<file path="config.mk">
export PLATFORM = sky130hd
export DESIGN_NAME = bba_ram
export DESIGN_NICKNAME = d
export VERILOG_FILES = /design/src/rtl/bba_ram.sv
export SDC_FILE = /design/constraint.sdc
export NUM_CORES = 1
export LEC_CHECK = 0
export ABC_CLOCK_PERIOD_IN_PS = 2850
export BUFFER_PORTS_ARGS = -buffer_cell sky130_fd_sc_hd__buf_2
export CORE_MARGIN = 2
export CORE_UTILIZATION = 60
export DETAILED_ROUTE_END_ITERATION = 8
export PLACE_DENSITY = 0.78
export SLEW_MARGIN = 30
export SYNTH_ARGS = -nofsm -noshare
export SYNTH_HDL_FRONTEND = slang
export SYNTH_SLANG_ARGS = --single-unit
</file>
<file path="constraint.sdc">
create_clock -name i_clk -period 2.85 [get_ports i_clk]
set_input_delay 0.7125 -clock i_clk [delete_from_list [all_inputs] [get_ports i_clk]]
set_output_delay 0.7125 -clock i_clk [all_outputs]
set_load 0.01 [all_outputs]
</file>
<file path="src/rtl/bba_ram.sv">
module bba_ram #(
    parameter int W     = 8,
    parameter int DEPTH = 16,
    parameter int AW    = 4
) (
    input  logic          i_clk,
    input  logic          i_we,
    input  logic [AW-1:0] i_waddr,
    input  logic [W-1:0]  i_wdata,
    input  logic [AW-1:0] i_raddr,
    output logic [W-1:0]  o_rdata
);

    logic [W-1:0] r_mem [DEPTH];
    logic [W-1:0] r_rdata;

    always_ff @(posedge i_clk) begin
        if (i_we) begin
            r_mem[i_waddr] <= i_wdata;
        end
        r_rdata <= r_mem[i_raddr];
    end

    assign o_rdata = r_rdata;

endmodule

</file>
---- After elaboration in Yosys (flattened, before gate mapping) ----
Memory sizes are Yosys's and may differ from the RTL's. A register that Yosys moved wholly into a read port is not among the register bits.
Index checks and enable logic that the tools add are counted.
cells by class
  mux-type cells .......................... 2
operators by type and width
  kind              number
  2-to-1 mux 1 bit  2
word-level totals
  register bits after elaboration ......... 0
  memory bits (writable) .................. 128
  input port bits ......................... 18
  output and inout port bits .............. 8
  word-level logic and storage cells ...... 3
  memories ................................ 1
memories
  memory  words  bits a word  read ports  clocked after Yosys merged registers in  wr ports  RTL line  source
  r_mem   16     8            1           1                                        1         14        logic [W-1:0] r_mem [DEPTH];

---- Depth between registers and ports, before layout ----
Gate-level depths: netlist of the first run.
  depth after elaboration ................. 2
  gate-level depth with buffers ........... 5

---- Least setup slack after synthesis of the first run ----
No wires, ideal clock.
  kind .................................... input-to-reg
  from .................................... input i_waddr[2]
  to ...................................... memory r_mem[0][0] (enable)
  arrival ................................. 1.822 ns
  data required time ...................... 2.467 ns
  setup slack ............................. 0.645 ns
  stages .................................. 2
  cells stage by stage .................... or3b_2 > nor3_1
RTL lines
  what                RTL line  source
  start: declaration  8         input logic [AW-1:0] i_waddr,
  end: declaration    14
Straight into the memory's write port.

==> results of run 1 <==
-- placed cells by master, fill, tap and decap left out, drive strengths merged --
cell and instances:
clkinvlp 4, clkbuf 20, a22oi 16, nor3 4, mux4 32, nor2 13, edfxtp 128, nor2b 1
bufinv 3, and2 1, or3b 1, buf 44, and2b 1, nand2b 2, nand3b 2, dfxtp 8
nand3 1, nand2 9, clkinv 5
-- power breakdown --
part           internal (mW)  total (mW)  leakage (nW)  switching, mW
combinational         0.0866       0.207         0.570          0.120
clock                   1.35        2.14         0.277          0.785
sequential              2.24        2.25          1.22         0.0143
total                   3.67        4.59          2.07          0.920
-- cell type report --
class,count,area [um^2]
fillers,477,2210
well taps,105,131.4
multi-input cells,83,1057
clock inverters,12,152.6
clock buffers,20,435.4
repair buffers,44,267.8
flip-flops and latches,136,4004
-- cell families (layout without fill, tap and decap cells) --
kind of cell / count (synthesis) / count (layout) / share of synthesized area
multiplexers: 32 / 32 / 0.1502
AO/OA/AOI/OAI: 16 / 16 / 0.02334
buffers and inverters: 10 / 76 / 0.01677
AND/OR/NAND/NOR: 35 / 35 / 0.03184
flip-flops: 136 / 136 / 0.7778
-- routing by layer --
| metal | global-route usage | vias to the layer above | part of all wire |
|---|---|---|---|
| met5 | 0 | - | 0 |
| met4 | 0.08451 | 0 | 0.023 |
| met3 | 0.07442 | 20 | 0.074 |
| met2 | 0.3574 | 122 | 0.49 |
| met1 | 0.3063 | 1252 | 0.41 |
| li1 | - | 1083 | - |
-- synth_stat cells --
master,n
sky130_fd_sc_hd__edfxtp_1,128
sky130_fd_sc_hd__mux4_2,18
sky130_fd_sc_hd__a22oi_1,16
sky130_fd_sc_hd__mux4_1,14
sky130_fd_sc_hd__nor2_1,13
sky130_fd_sc_hd__nand2_1,9
sky130_fd_sc_hd__dfxtp_1,8
sky130_fd_sc_hd__nor3_1,4
sky130_fd_sc_hd__buf_2,3
sky130_fd_sc_hd__buf_6,3
sky130_fd_sc_hd__clkdlybuf4s25_2,3
sky130_fd_sc_hd__nand2b_1,2
sky130_fd_sc_hd__nand3b_1,2
sky130_fd_sc_hd__and2_1,1
sky130_fd_sc_hd__and2b_1,1
sky130_fd_sc_hd__buf_4,1
sky130_fd_sc_hd__nand3_1,1
sky130_fd_sc_hd__nor2b_1,1
sky130_fd_sc_hd__or3b_2,1
-- worst max path at each step --
stage,from,to,slack [ns]
4_1_cts,i_waddr[2],r_mem[1][1],1.09
6_report,i_raddr[0],o_rdata[5],1.08
5_1_grt,i_raddr[0],o_rdata[5],1.01
3_3_place_gp,i_waddr[2],r_mem[1][1],0.60
3_5_place_dp,i_waddr[2],r_mem[1][1],0.53
2_1_floorplan,i_waddr[2],r_mem[0][0],0.64
-- metrics by stage --
step / setup WS, ns / util / instance area (um^2)
2_1_floorplan: 0.6446 / - / 5147
3_3_place_gp: 0.5976 / 0.6612 / 5460
3_5_place_dp: 0.5344 / 0.6612 / 5460
4_1_cts: 1.085 / 0.7324 / 6048
5_1_grt: 1.010 / 0.7324 / 6048
6_report: 1.077 / 0.7324 / 6048
-- state kept, by name, summed over array words and instances, names as in the netlist --
signal	flops
r_mem	128
o_rdata	8
==> out/results.tsv, run 1 <==
stage	metric	value	unit
status	outcome	complete, no violations	
worst_hold_path	class_of_the_tightest_hold_or_removal_check	primary input to register	
synth	ys_top_cells_by_area	sky130_fd_sc_hd__edfxtp_1 (75%), sky130_fd_sc_hd__mux4_2 (7.9%), sky130_fd_sc_hd__mux4_1 (7.1%)	
power_and_ir_drop	p_leak	2.071	nW
sta	worst-slew-pin-transition	0.7059	ns
final_layout	insertedDiodeCount	0	
die	core_area	8258	um^2
cts	worstSkewPairLatency	0.52	ns
critical_path	timing_worst_setup_path_type	primary input to register	
grt	grt_antenna_before_repair	0	
synth	synth_top_cell_by_area	sky130_fd_sc_hd__edfxtp_1	
cts	tritoncts	built	
final_layout	area_growth_syn_to_layout	17.50	%
cts	maximum_buffer_depth_of_the_clock_tree	2	
grt	first_global_vias	2583	
critical_path	critical_path_required	3.24	ns
job	max-cap-violations	0	
cts	cts.clk_slew.worst_paths	0.06	ns
die	top_level_ports	26	
placement	gp_congestion	0.8464	
sta	worst_slew_margin_rel	0.5284	
synth	synth-seq-area-share	0.7778	
power_and_ir_drop	areal_power_density_over_the_cells	759.7	nW/um^2
cts	postCtsSetupBuffers	0	
synth	synth_cell_type_count	19	
final_layout	num-nets-final	300	
cts	sinks_on_the_clock_net	136	
sta	fin_worst_skew	0.007589	ns
critical_path	cpLargestDelayFamily	multiplexers	
sta	report.final.setup_viol	0	
placement	placed_cells	368	
sta	timing_max_transition_violations_final	0	
die	die_height	96.63	um
die	dieWidth	96.63	um
worst_hold_path	worstHoldPathCells	1	
synth	syn_inst	229	
placement	hpwlAfterDp	6171	um
final_layout	layout-drive-gt1-share	0.3153	
die	floorplan.initialDensity	0.6233	
routing	antenna_left	0	
critical_path	crit_slowest_cell	sky130_fd_sc_hd__mux4_1	
die	floorplan.rows	33	
synth	ys_ff_latch	136	
critical_path	cp-end-kind	register	
cts	cts.hold.buffers_added	0	
sta	period_share	0.6219	
worst_hold_path	worstHoldStart	i_wdata[3]	
sta	hold_slack	0.5787	ns
power_and_ir_drop	vdd_drop_max	0.5033	mV
critical_path	arrival	2.16	ns
grt	grt_start_max_net_pins	17	
worst_hold_path	worstHoldEndpoint	r_mem[5][3]	
sta	setup_repair_after_global_routing_missed_its_margin	false	
sta	clock.fmax	0.5642	GHz
final_layout	fin_cells	400	
critical_path	critical_path.reg2reg.endpoint	o_rdata[5]	
routing	drt-total-wl	9718	um
synth	netlist_area	5147	um^2
cts	post_cts_resized	0	
routing	vias	2477	
synth	synthDominantCellAreaShare	0.7467	
synth	synthesis.nets	247	
sta	finalHoldViolCount	0	
synth	yosysWarningCount	0	
grt	first_pass_grt_wire_length	15110	um
critical_path	critical_path.max_fanout	16	
critical_path	worst-r2r-setup-slack	1.42	ns
cts	clk_root_buffer_cell	sky130_fd_sc_hd__clkbuf_8	
routing	dr.pass1.iters	5	
die	floorplan.die_area	9336	um^2
grt	groute.usage.overall	0.2284	
sta	final.setup.tns	0	ns
routing	via_per_inst	6.193	
power_and_ir_drop	total_power	4.595	mW
routing	route.detailed.drc	0	
placement	buffer_ports.inserted	25	
routing	detail_route.iter0.violations	309	
critical_path	cp.depth	5	
routing	post_drt_wl_per_cell	24.30	um
critical_path	startpoint_type	primary input	
critical_path	critical-path-max-stage-delay	0.59	ns
cts	ctsHtreeMaxLevel	4	
grt	grt_remaining_overflow	0	
critical_path	worstReg2RegStart	r_mem[10][5]	
synth	synthesis.area_per_instance	22.48	um^2
cts	tritoncts.num_buffers	17	
critical_path	critical_path.cell_chain	buf_2 > buf_4 > mux4_1 > a22oi_1 > nand2_1	
critical_path	r2r.worst_path.cells	3	
sta	layout_min_cycle_time	1.773	ns
critical_path	cp.buffers_inverters	2	
(Power assumes the default switching activity.)
==> run 2: changes to the inputs <==
Settings changed: ABC_CLOCK_PERIOD_IN_PS 2850 to 1500, CORE_UTILIZATION 60 to 54, PLACE_DENSITY 0.78 to 0.74.
Clock period 2.85 ns to 1.5 ns, I/O delays scaled along.
==> run 2 against run 1 <==
  * Register-to-register slack worse by 1.4 ns
  * Clock power is 66% higher
  * Sequential share of layout area shrank 2.0 points
  * Global-route usage is 1.4 points lower
  * Final area increased by 3.1%
  * Critical endpoint is now o_rdata[6]
  * Largest cell class unchanged
==> out/results.tsv, run 2 (synthesis results as in run 1) <==
stage	metric	value	unit	change
die	floorplan.initialDensity	0.5571		-0.06626
critical_path	critical_path_required	1.89	ns	-1.35 ns
critical_path	timing_worst_setup_path_type	register to register		
grt	grt_remaining_overflow	0		unchanged
sta	finalHoldViolCount	0		unchanged
sta	timing_max_transition_violations_final	0		unchanged
grt	first_pass_grt_wire_length	15080	um	-0.19%
status	outcome	complete, no violations		
sta	worst-slew-pin-transition	0.7748	ns	+0.06889 ns
power_and_ir_drop	p_leak	2.153	nW	+4.0%
cts	tritoncts	built		
sta	layout_min_cycle_time	1.445	ns	
sta	setup_ws	0.05535	ns	-1.022 ns
cts	postCtsSetupBuffers	0		unchanged
sta	period_share	0.9631		
die	top_level_ports	26		unchanged
die	die_height	101.6	um	+5.2%
routing	route.detailed.drc	0		unchanged
final_layout	area_growth_syn_to_layout	21.17	%	
die	core_area	9240	um^2	+12%
worst_hold_path	worstHoldStart	i_wdata[1]		
sta	clock.fmax	0.6922	GHz	
sta	report.final.setup_viol	0		unchanged
sta	worst_slew_margin_rel	0.4824		-0.04602
cts	sinks_on_the_clock_net	136		unchanged
routing	via_per_inst	5.681		-8.3%
critical_path	critPathLaunch	r_mem[1][6]		
critical_path	critical_path.max_fanout	1		-15
grt	first_global_vias	2595		+0.46%
cts	maximum_buffer_depth_of_the_clock_tree	2		unchanged
placement	hpwlAfterDp	6145	um	-0.42%
final_layout	largest_reg_flops	128		unchanged
cts	ctsHtreeMaxLevel	4		unchanged
cts	post_cts_resized	1		+1
final_layout	n_fill_cell	571		+20%
final_layout	most_common_library_cell_in_the_layout_ignoring_fill_and_taps	sky130_fd_sc_hd__edfxtp_1		
final_layout	layout-drive-gt1-share	0.3550		+0.03979
power_and_ir_drop	areal_power_density_over_the_cells	1327	nW/um^2	+75%
routing	detail_route.iter0.violations	179		-42%
final_layout	insertedDiodeCount	0		unchanged
routing	antenna_left	0		unchanged
placement	gp_congestion	0.7087		-16%
routing	post_drt_wl_per_cell	22.64	um	-6.8%
sta	fin_worst_skew	0.008534	ns	+0.0009452 ns
power_and_ir_drop	vdd_drop_max	0.5609	mV	+11%
sta	final.setup.tns	0	ns	unchanged
grt	groute.usage.overall	0.2149		-0.01352
critical_path	worstReg2RegStart	r_mem[1][6]		
sta	setup_repair_after_global_routing_missed_its_margin	false		
die	floorplan.die_area	10330	um^2	+11%
worst_hold_path	class_of_the_tightest_hold_or_removal_check	primary input to register		
final_layout	largest_register	r_mem		
cts	worstSkewPairLatency	0.52	ns	about the same
die	dieWidth	101.6	um	+5.2%
grt	grt_start_max_net_pins	25		+8
cts	cts.clk_slew.worst_paths	0.06	ns	about the same
final_layout	layout_common_cells	sky130_fd_sc_hd__edfxtp_1 (128), sky130_fd_sc_hd__buf_2 (25), sky130_fd_sc_hd__buf_4 (25), sky130_fd_sc_hd__mux4_2 (18), sky130_fd_sc_hd__clkbuf_16 (16)		
placement	buffer_ports.inserted	25		unchanged
job	max-cap-violations	0		unchanged
routing	vias	2477		unchanged
critical_path	arrival	1.84	ns	-0.32 ns
critical_path	startpoint_type	register		
cts	clk_root_buffer_cell	sky130_fd_sc_hd__clkbuf_8		
final_layout	num-nets-final	314		+4.7%
critical_path	worst-r2r-setup-slack	0.06	ns	-1.36 ns
power_and_ir_drop	total_power	8.274	mW	+80%
die	floorplan.rows	35		+6.1%
critical_path	cp-end-kind	register		
cts	tritoncts.num_buffers	17		unchanged
grt	grt_antenna_before_repair	1		+1
routing	dr.pass1.iters	4		-1
cts	cts.hold.buffers_added	0		unchanged
placement	post-place-ws	-0.4100	ns	-0.9443 ns
routing	drt-total-wl	9869	um	+1.6%
-- run 2: final cells by class --
type | instances | area [um^2] | share of cell area
Clock buffer | 18 | 417.9 | 0.06700
Clock inverter | 12 | 87.58 | 0.01404
Multi-Input combinational cell | 83 | 1094 | 0.1753
Sequential cell | 136 | 4004 | 0.6419
Tap cell | 129 | 161.4 | 0.02588
Timing Repair Buffer | 58 | 473.0 | 0.07583
-- run 2: worst max-delay path: stages (launching register included) --
cell and delay, ns:
sky130_fd_sc_hd__edfxtp_1 0.40, sky130_fd_sc_hd__mux4_2 0.48, sky130_fd_sc_hd__a22oi_2 0.23, sky130_fd_sc_hd__buf_4 0.15, sky130_fd_sc_hd__nand2_1 0.05
-- run 2: power breakdown --
part           leakage (nW)  internal, mW  switching [mW]
logic                 0.676         0.208           0.239
registers              1.22          4.25          0.0275
clock network         0.254          2.14            1.41
total                  2.15          6.60            1.68
-- run 2: metrics by stage --
stage	hold WS, ns	std cells	instance area [um^2]	utilization
after floorplan	0.4739	229	5186	-
after global placement	0.6467	406	5727	0.6198
after detailed placement	0.6563	406	5727	0.6198
after CTS	0.2206	436	6237	0.6750
after global routing	0.2292	436	6237	0.6750
final	0.2299	436	6237	0.6750
-- run 2: layer usage --
| metal | global-route usage | wire [um] | share of wire | up-vias |
|---|---|---|---|---|
| met5 | 0 | 13 | 0.0013 | - |
| met4 | 0.07588 | 157 | 0.016 | 2 |
| met3 | 0.06556 | 565 | 0.057 | 16 |
| met2 | 0.3472 | 5202 | 0.53 | 78 |
| met1 | 0.2804 | 3930 | 0.40 | 1279 |
| li1 | - | - | - | 1102 |
-- run 2: worst paths after layout --
kind                  end  depth (start not counted)
max            o_rdata[6]                          4
max reg2reg    o_rdata[6]                          4
min reg2reg    o_rdata[2]                          3
min          r_mem[15][1]                          1
==> run 3: changes to the inputs <==
Settings changed: CELL_PAD_IN_SITES_DETAIL_PLACEMENT set to 0, CELL_PAD_IN_SITES_GLOBAL_PLACEMENT set to 1, CORE_UTILIZATION 54 to 48, PLACE_DENSITY 0.74 to not set, PLACE_DENSITY_LB_ADDON set to 0.1.
==> run 3 against run 2 <==
  * Sequential share of layout area fell by 0.22 points
  * First-iteration DRC count down 12%
  * Clock-buffer cell count is 1 lower
  * Fmax up 6.1%
  * Largest power group unchanged
  * Critical endpoint is now o_rdata[7]
  * Power rose by 5.2%
  * Die area up 12%
  * Register-to-register slack better by 0.08 ns
==> out/results.tsv, run 3 (synthesis results as in run 1) <==
stage	metric	value	unit	change
status	outcome	complete, no violations		
critical_path	critical_path.cell_chain	buf_2		
cts	sinks_on_the_clock_net	136		unchanged
die	floorplan.initialDensity	0.4964		-0.06069
critical_path	critical-path-max-stage-delay	0.34	ns	-0.14 ns
cts	maximum_buffer_depth_of_the_clock_tree	2		unchanged
final_layout	most_common_library_cell_in_the_layout_ignoring_fill_and_taps	sky130_fd_sc_hd__edfxtp_1		
final_layout	n_fill_cell	769		+35%
sta	worst_slew_margin_rel	0.5095		+0.02705
cts	ctsHtreeMaxLevel	4		unchanged
routing	antenna_left	0		unchanged
final_layout	area_growth_syn_to_layout	21.58	%	
power_and_ir_drop	power_frac_comb	0.050		-0.004
grt	first_global_vias	2525		-2.7%
critical_path	worstReg2RegStart	r_mem[1][5]		
worst_hold_path	worstHoldStart	i_wdata[6]		
sta	setup_repair_after_global_routing_missed_its_margin	false		
final_layout	layout_common_cells	sky130_fd_sc_hd__edfxtp_1 (128), sky130_fd_sc_hd__buf_2 (25), sky130_fd_sc_hd__mux4_2 (18), sky130_fd_sc_hd__buf_4 (17)		
power_and_ir_drop	p_sw	1.862	mW	+11%
final_layout	post-route-util	0.6035		-0.07149
cts	post_cts_resized	0		-1
sta	timing_max_transition_violations_final	0		unchanged
sta	report.final.setup_viol	0		unchanged
routing	route.detailed.drc	0		unchanged
critical_path	crit_slowest_cell	sky130_fd_sc_hd__dfxtp_1		
cts	clk_root_buffer_cell	sky130_fd_sc_hd__clkbuf_8		
sta	hold_slack	0.2392	ns	+0.009306 ns
final_layout	insertedDiodeCount	0		unchanged
routing	drt-total-wl	9908	um	+0.40%
final_layout	largest_register	r_mem		
grt	first_pass_grt_wire_length	15320	um	+1.6%
sta	worst-slew-pin-transition	0.7343	ns	-0.04050 ns
critical_path	critical_path_required	1.12	ns	-0.77 ns
critical_path	worst-r2r-setup-slack	0.14	ns	+0.08 ns
placement	buffer_ports.inserted	25		unchanged
power_and_ir_drop	power.share.sequential	0.491		-0.026
critical_path	arrival	0.99	ns	-0.85 ns
critical_path	cpLargestDelayFamily	flip-flops		
worst_hold_path	class_of_the_tightest_hold_or_removal_check	primary input to register		
critical_path	cp.buffers_inverters	1		unchanged
routing	via_per_inst	5.547		-2.4%
final_layout	largest_reg_flops	128		unchanged
die	floorplan.die_area	11570	um^2	+12%
sta	setup_ws	0.1390	ns	+0.08363 ns
routing	detail_route.iter0.violations	157		-12%
cts	tritoncts.num_buffers	17		unchanged
placement	hpwlAfterDp	6437	um	+4.8%
cts	cts.clk_slew.worst_paths	0.06	ns	about the same
cts	tritoncts	built		
sta	finalHoldViolCount	0		unchanged
placement	post-place-ws	-0.3543	ns	+0.05567 ns
power_and_ir_drop	p_leak	2.138	nW	-0.70%
power_and_ir_drop	vdd_drop_max	0.7303	mV	+30%
sta	fin_worst_skew	0.008157	ns	-0.0003774 ns
critical_path	timing_worst_setup_path_type	register to output port		
final_layout	layout-drive-gt1-share	0.3555		+0.0004329
critical_path	critical_path.max_fanout	1		unchanged
routing	vias	2424		-2.1%
power_and_ir_drop	p_int	6.841	mW	+3.7%
sta	clock.fmax	0.7347	GHz	+6.1%
sta	final.setup.tns	0	ns	unchanged
grt	grt_start_max_net_pins	18		-28%
power_and_ir_drop	clk_pwr_share	0.459		+0.030
sta	period_share	0.9073		-0.05575
die	top_level_ports	26		unchanged
power_and_ir_drop	total_power	8.704	mW	+5.2%
sta	layout_min_cycle_time	1.361	ns	-0.08363 ns
cts	worstSkewPairLatency	0.51	ns	about the same
routing	post_drt_wl_per_cell	22.67	um	+0.17%
grt	groute.usage.overall	0.1925		-0.02243
die	floorplan.rows	37		+5.7%
critical_path	startpoint_type	register		
critical_path	cp-end-kind	output port		
cts	cts.hold.buffers_added	0		unchanged
grt	grt_remaining_overflow	0		unchanged
grt	grt_antenna_before_repair	0		-1
placement	gp_congestion	0.7216		+1.8%
routing	dr.pass1.iters	4		unchanged
critical_path	critPathLaunch	o_rdata[7]		
final_layout	num-nets-final	306		-2.5%
power_and_ir_drop	areal_power_density_over_the_cells	1391	nW/um^2	+4.8%
die	core_area	10370	um^2	+12%
die	die_height	107.6	um	+5.8%
cts	postCtsSetupBuffers	0		unchanged
job	max-cap-violations	0		unchanged
die	dieWidth	107.6	um	+5.8%
power_and_ir_drop	switching_share	0.2140		+0.01108
[run 3: cell types whose count changed in the layout (fill, tap and decap cells not counted), moves of 2 or more]
cell	change
sky130_fd_sc_hd__clkinv_4	+2
sky130_fd_sc_hd__clkinvlp_4	+3
sky130_fd_sc_hd__inv_6	+4
sky130_fd_sc_hd__buf_4	-8
sky130_fd_sc_hd__clkinv_1	-4
sky130_fd_sc_hd__clkinv_2	-4
[run 3: cell type report]
class / count / area [um^2] / share of cell area
flip-flops and latches: 136 / 4004 / 0.6397
multi-input cells: 83 / 1089 / 0.1739
clock buffers: 17 / 414.1 / 0.06617
repair buffers: 50 / 412.9 / 0.06597
well taps: 136 / 170.2 / 0.02719
clock inverters: 15 / 168.9 / 0.02699
[run 3: final timing paths]
| path | endpoint | cells past startpoint |
|---|---|---|
| min | r_mem[10][6] | 1 |
| min reg2reg | o_rdata[3] | 3 |
| max | o_rdata[7] | 1 |
| max reg2reg | o_rdata[5] | 3 |
[run 3: per-stage QoR]
stage	instances	cell area, um^2
after floorplan	229	5186
after global placement	405	5675
after detailed placement	405	5675
after CTS	437	6259
after global routing	437	6259
final	437	6259
[run 3: routing by layer]
metal / part of all wire / up-vias / track usage / wire [um]
li1: - / 1092 / - / -
met1: 0.44 / 1248 / 0.2673 / 4377
met2: 0.49 / 77 / 0.3005 / 4885
met3: 0.058 / 7 / 0.05206 / 570
met4: 0.0076 / 0 / 0.06044 / 75
met5: 0 / - / 0 / 0
[run 3: power groups by stage]
stage / clock network (mW) / logic (mW) / registers, mW
final: 4.00 / 0.434 / 4.27
after detailed placement: 0 / 0.442 / 4.35
after global placement: 0 / 0.437 / 4.35
after floorplan: 0 / 0.222 / 4.36
after global routing: 4.23 / 0.471 / 4.28
after CTS: 4.07 / 0.443 / 4.27
